<file path="config.mk">
export PLATFORM = sky130hd
export DESIGN_NAME = ppm_queue
export DESIGN_NICKNAME = d
export VERILOG_FILES = /design/src/rtl/ppm_pkg.sv /design/src/rtl/ppm_queue.sv
export SDC_FILE = /design/constraint.sdc
export NUM_CORES = 1
export LEC_CHECK = 0
export BUFFER_PORTS_ARGS = -buffer_cell sky130_fd_sc_hd__buf_2
export CAP_MARGIN = 30
export CORE_MARGIN = 2
export CORE_UTILIZATION = 55
export DETAILED_ROUTE_END_ITERATION = 7
export GPL_ROUTABILITY_DRIVEN = 0
export PLACE_DENSITY_LB_ADDON = 0.2
export SLEW_MARGIN = 10
export SYNTH_ARGS = -nofsm -noshare
export SYNTH_HDL_FRONTEND = slang
export SYNTH_SLANG_ARGS = --single-unit
</file>
<file path="constraint.sdc">
create_clock -name clock -period 23.2 [get_ports clock]
set_input_delay 1.16 -clock clock [delete_from_list [all_inputs] [get_ports clock]]
set_output_delay 1.16 -clock clock [all_outputs]
set_load 0.02 [all_outputs]
</file>
<file path="src/rtl/ppm_pkg.sv">
// shared types and constants of the perspective point map
package ppm_pkg;

   localparam int CoefW  = 48;
   localparam int CoordW = 32;
   localparam int MagW   = 80;
   localparam int SumW   = 82;
   localparam int RemW   = 81;
   localparam int QuoW   = 32;
   localparam int NumCoef = 8;
   localparam int IdxW   = 4;
   localparam int QDepth = 8;
   localparam int QPtrW  = 3;
   localparam int QCntW  = 4;
   localparam int DivSteps = 32;

   // register indexes
   localparam logic [IdxW-1:0] RegXx = 4'd0;
   localparam logic [IdxW-1:0] RegXy = 4'd1;
   localparam logic [IdxW-1:0] RegX0 = 4'd2;
   localparam logic [IdxW-1:0] RegYx = 4'd3;
   localparam logic [IdxW-1:0] RegYy = 4'd4;
   localparam logic [IdxW-1:0] RegY0 = 4'd5;
   localparam logic [IdxW-1:0] RegPx = 4'd6;
   localparam logic [IdxW-1:0] RegPy = 4'd7;

   typedef logic [NumCoef-1:0][CoefW-1:0] coef_set_type;

   typedef struct packed {
      logic [MagW-1:0] nx_mag;
      logic [MagW-1:0] ny_mag;
      logic [MagW-1:0] d_mag;
      logic            nx_neg;
      logic            ny_neg;
      logic            d_neg;
      logic            dz;
   } job_type;

   typedef struct packed {
      logic [RemW-1:0] rem;
      logic [QuoW-1:0] low;
      logic [QuoW-1:0] quo;
      logic            ovf;
      logic            num_neg;
   } div_lane_type;

   typedef struct packed {
      logic [MagW-1:0] d;
      logic            d_neg;
      logic            dz;
      div_lane_type    lx;
      div_lane_type    ly;
   } div_stage_type;

endpackage

</file>
<file path="src/rtl/ppm_queue.sv">
// short fifo between front and back
module ppm_queue (
   input  logic             clock,
   input  logic             reset,
   input  logic             push,
   input  ppm_pkg::job_type push_data,
   input  logic             pop,
   output logic             not_empty,
   output logic             full,
   output ppm_pkg::job_type head
);

   ppm_pkg::job_type mem [ppm_pkg::QDepth];
   logic [ppm_pkg::QPtrW-1:0] wp_ff, wp_in, rp_ff, rp_in;
   logic [ppm_pkg::QCntW-1:0] cnt_ff, cnt_in;
   logic do_pop;

   always_comb begin
      do_pop = pop && (cnt_ff != '0);
      wp_in  = push ? wp_ff + 1'b1 : wp_ff;
      rp_in  = do_pop ? rp_ff + 1'b1 : rp_ff;
      cnt_in = cnt_ff + ppm_pkg::QCntW'(push) - ppm_pkg::QCntW'(do_pop);
   end

   always_ff @(posedge clock) begin
      if (reset) begin
         wp_ff  <= '0;
         rp_ff  <= '0;
         cnt_ff <= '0;
      end else begin
         wp_ff  <= wp_in;
         rp_ff  <= rp_in;
         cnt_ff <= cnt_in;
      end
      if (push) begin
         mem[wp_ff] <= push_data;
      end
   end

   assign not_empty = (cnt_ff != '0);
   assign full      = (cnt_ff == ppm_pkg::QCntW'(ppm_pkg::QDepth));
   assign head      = mem[rp_ff];

endmodule

</file>
# Word-level counts from Yosys, hierarchy flattened
# Memory sizes are Yosys's and may differ from the RTL's. A register that Yosys moved wholly into a read port is not among the register bits.
# Cells that the tools add are included.
# W data, S select, Z words.
dict set report totals {
  word_cells 15
  mem_count 1
  reg_bits 10
  inputBits 248
  mem_bits_rw 1952
  output_inout_bits 246
}
dict set report op_classes {
  reduce_logical 2
  n_addsub 4
  n_mux 4
  eq_ne 1
}
# name depth word_bits read_ports rd_clocked_by_memory_dff wr line
set mem_list {}
lappend mem_list {mem 8 244 1 1 1 ppm_queue.sv:13} ;# ppm_pkg::job_type mem [ppm_pkg::QDepth];
# cell count
set ops {}
lappend ops {{$add A3 B1 Y3 const B} 2}
lappend ops {{$mux W3} 2}
lappend ops {{$add A4 B1 Y4} 1}
lappend ops {{$eq A4 B4 Y1 const B} 1}
lappend ops {{$reduce_bool A4 Y1} 1}
lappend ops {{$sub A4 B1 Y4} 1}
lappend ops {{$mux W1} 2}
lappend ops {{$logic_and A1 B1 Y1} 1}

# Depth between registers and ports, before layout
dict set report logic_depth {
  ltp_word 4
  ltp_mapped 11
  depth_no_buf 11
}

# Worst setup path before layout
# Ideal clock, no wire load.
dict set report synth_timing {
  kind {input to register}
  startpoint {input port push}
  endpoint {memory mem[0][0] in the netlist's numbering, enable pin}
  setup_slack_ns 4.385
  t_required_ns 22.052
  path_stages 2
  path_buffers 0
  t_arrival_ns 17.667
  setup_time_ns 1.148
  path_cell_list {nand2b_1 -> nor3_1}
}
dict set report synth_via {
  elab_chain_len 2
}
# element line
set synth_lines {}
lappend synth_lines {{start: declaration} ppm_queue.sv:5} ;# input logic push,
lappend synth_lines {{$mux W1} ppm_queue.sv:35} ;# if (push) begin
lappend synth_lines {{$mux W1 (not written as such)} ppm_queue.sv:36} ;# mem[wp_ff] <= push_data;
lappend synth_lines {{end: declaration} ppm_queue.sv:13}
# No other way between the ends.

==> reports/results.tsv <==
stage	metric	value	unit
outcome	status	finished clean	
cells_and_area	multi_input_area	14200	sq um
setup_path	worst_path_most_repeated_cell	buf_4	
floorplanning	fp.dieH	370	um
cells_and_area	area_growth	14.9	%
setup_path	cp_num_buf_inv	5	
setup_path	crit_required	22040	ps
cts	cts_setup_buffers	0	
logic_synthesis	ys.flop_type	edfxtp_1	
logic_synthesis	synth_top_area_share	0.794	
sta	skew	33.3	ps
min_path	hold_class	reg2reg	
power_and_ir_drop	total_power	8.27	mW
sta	post-route-min-period	7060	ps
cts	clkLatencyLatePin	810	ps
setup_path	path_cells	buf_12 > buf_4 > buf_4 > buf_4 > mux4_2 > mux2_2 > buf_2	
setup_path	cp-start-kind	flop	
route	wl_per_cell	27.8	um
logic_synthesis	yosysWarnings	0	
cts	cts_resized	0	
logic_synthesis	synth-seq-cells	1965	
global_routing	grt_pass1_wl	223	mm
placement	place.port_buffers	493	
floorplanning	fp.coreArea	133000	sq um
sta	tightest_slew	1270	ps
sta	clock.fmax	142	MHz
route	drc_errors	0	
route	routed_wl	152	mm
setup_path	endpoint_kind	output pin	
global_routing	grt_antenna_before_repair	65	
power_and_ir_drop	power.density	97.5	nW/um^2
setup_path	slowest_stage	dfxtp_4	
floorplanning	die_w	370	um
logic_synthesis	synth_nets	3153	
cells_and_area	regArea	58900	sq um
floorplanning	fp.dieArea	137000	sq um
logic_synthesis	synthTopCellsByCount	edfxtp_1, mux4_2, mux2_2	
setup_path	critPathMaxFanout	171	
sta	setup_viol	0	
route	via_count	32439	
cells_and_area	fill_cells	8665	
cts	cts_buffers	193	
setup_path	critPathKind	reg2out	
setup_path	cp.arrival	5900	ps
setup_path	crit_family	buffers and inverters	
sta	rsz0062_at_grt	no	
logic_synthesis	syn_area	73800	sq um
cells_and_area	nets	3770	
global_routing	grt_pass1_vias	34473	
route	ant_nets	0	
placement	dp_hpwl	83.9	mm
sta	tns	0	ps
logic_synthesis	synth_top_area_cell	edfxtp_1	
cells_and_area	final_cell_area	84800	sq um
global_routing	grt_overflow	0	
logic_synthesis	synthDistinctLibCells	26	
cts	cts_root_buffer	clkbuf_16	
setup_path	max_stage_delay	790	ps
sta	slew_headroom	0.156	
route	drtPass1Iterations	5	
logic_synthesis	synthArstFlopShare	0	
logic_synthesis	synth_edf_count	1952	
cells_and_area	drive_gt1_frac	0.429	
logic_synthesis	synthCells	2897	
cts	cts_buffer_depth	3	
cts	cts_htree_levels	4	
placement	place_area	78400	sq um
route	avgViaCountPerCell	5.93	
logic_synthesis	yosysMostFrequentCell	edfxtp_1	
floorplanning	initial_utilization	0.554	
cts	clock-sinks	1965	
cts	cts_hold_buf	0	
logic_synthesis	synth_area_per_cell	25.5	sq um
power_and_ir_drop	max-vdd-ir-drop	0.0719	mV
cts	cts_tree	yes	
sta	maxSlewViolCount	0	
floorplanning	core.rowCount	134	
logic_synthesis	synth.area.top_cells	edfxtp_1, mux4_2, mux2_2	
power_and_ir_drop	p_leak	26.8	nW
route	first_iter_violations	2777	
logic_synthesis	synth_seq_area_share	0.797	
global_routing	track_usage	0.225	
run	drv_cap	0	
sta	finalCritPeriodShare	0.304	
global_routing	grt_max_degree	172	
floorplanning	io_pins	494	
cts	clk_pin_slew	60	ps
sta	hold_viol	0	
## worst register-to-register path: stages, from the launching register on
cell and delay, ps:
dfxtp_1 360, nand2_1 230, nor3_2 310, buf_4 520, buf_4 860, buf_4 880
## metal layers
| layer | routed length [um] | up-vias | global-route usage | part of all wire |
|---|---|---|---|---|
| met3 | 13400 | 263 | 0.0683 | 0.088 |
| li1 | - | 13786 | - | - |
| met5 | 400 | - | 0 | 0.0026 |
| met1 | 58800 | 17355 | 0.293 | 0.39 |
| met4 | 2830 | 66 | 0.0599 | 0.019 |
| met2 | 76900 | 969 | 0.371 | 0.51 |
## placed cells by master, fill, tap and decap left out, drive strengths merged
| master | n |
|---|---|
| a21oi | 6 |
| a31o | 1 |
| and3 | 1 |
| buf | 558 |
| bufinv | 16 |
| clkbuf | 237 |
| clkinv | 88 |
| clkinvlp | 9 |
| dfxtp | 13 |
| diode | 27 |
| edfxtp | 1952 |
| fa | 1 |
| ha | 7 |
| inv | 14 |
| mux2 | 246 |
| mux2i | 1 |
| mux4 | 488 |
| nand2 | 5 |
| nand2b | 4 |
| nand3 | 3 |
| nor2 | 13 |
| nor2b | 2 |
| nor3 | 2 |
| nor3b | 1 |
| o21ai | 3 |
| or3 | 1 |
| xnor2 | 1 |
| xor2 | 2 |
## state kept, by name, summed over array words and instances, names as in the netlist, named ones only
register,count
cnt_ff,4
rp_ff,3
mem,1952
wp_ff,3
## area by class of cell
class                   instances  area share
clock inverters               119      0.0137
flip-flops and latches       1965       0.694
inverters                       8    0.000354
clock buffers                 237      0.0591
diodes                         27    0.000796
well taps                    1768      0.0261
repair buffers                558      0.0388
multi-input cells             788       0.167
## where the power goes
part / internal, mW / switching, mW
sequential: 4.00 / 0.0394
clock: 1.72 / 1.28
combinational: 0.531 / 0.691
total: 6.25 / 2.02
## metrics by stage
| stage | worst slack (ps) | utilization | hold slack [ps] | std cells |
|---|---|---|---|---|
| 2_1_floorplan | 4380 | - | 480 | 2897 |
| 3_3_place_gp | 16720 | 0.587 | 495 | 5073 |
| 3_5_place_dp | 16640 | 0.588 | 503 | 5081 |
| 4_1_cts | 15750 | 0.635 | 515 | 5437 |
| 5_1_grt | 15930 | 0.636 | 562 | 5451 |
| 6_report | 16140 | 0.636 | 517 | 5470 |
## kinds of logic (layout without fill, tap and decap cells)
group,Yosys count,in the layout,share of synthesized area
xor gates and xnor gates,3,3,0.000356
DFF,1965,1965,0.797
buffers and inverters,144,922,0.0115
AOI/OAI and AO/OA,10,10,0.000729
adders and majority gates,8,8,0.00146
other,0,27,0
muxes,735,735,0.187
and+or+nand+nor,32,32,0.00203
## worst paths after layout
kind	startpoint	endpoint	slack (ps)	depth (start not counted)
hold reg to reg	rp_ff[1]	flop	520	2
hold / removal	rp_ff[1]	flop	520	2
setup reg to reg	wp_ff[2]	mem[4][197]	19630	5
setup / recovery	flop	head[170]	16140	7
(Power assumes the default switching activity.)
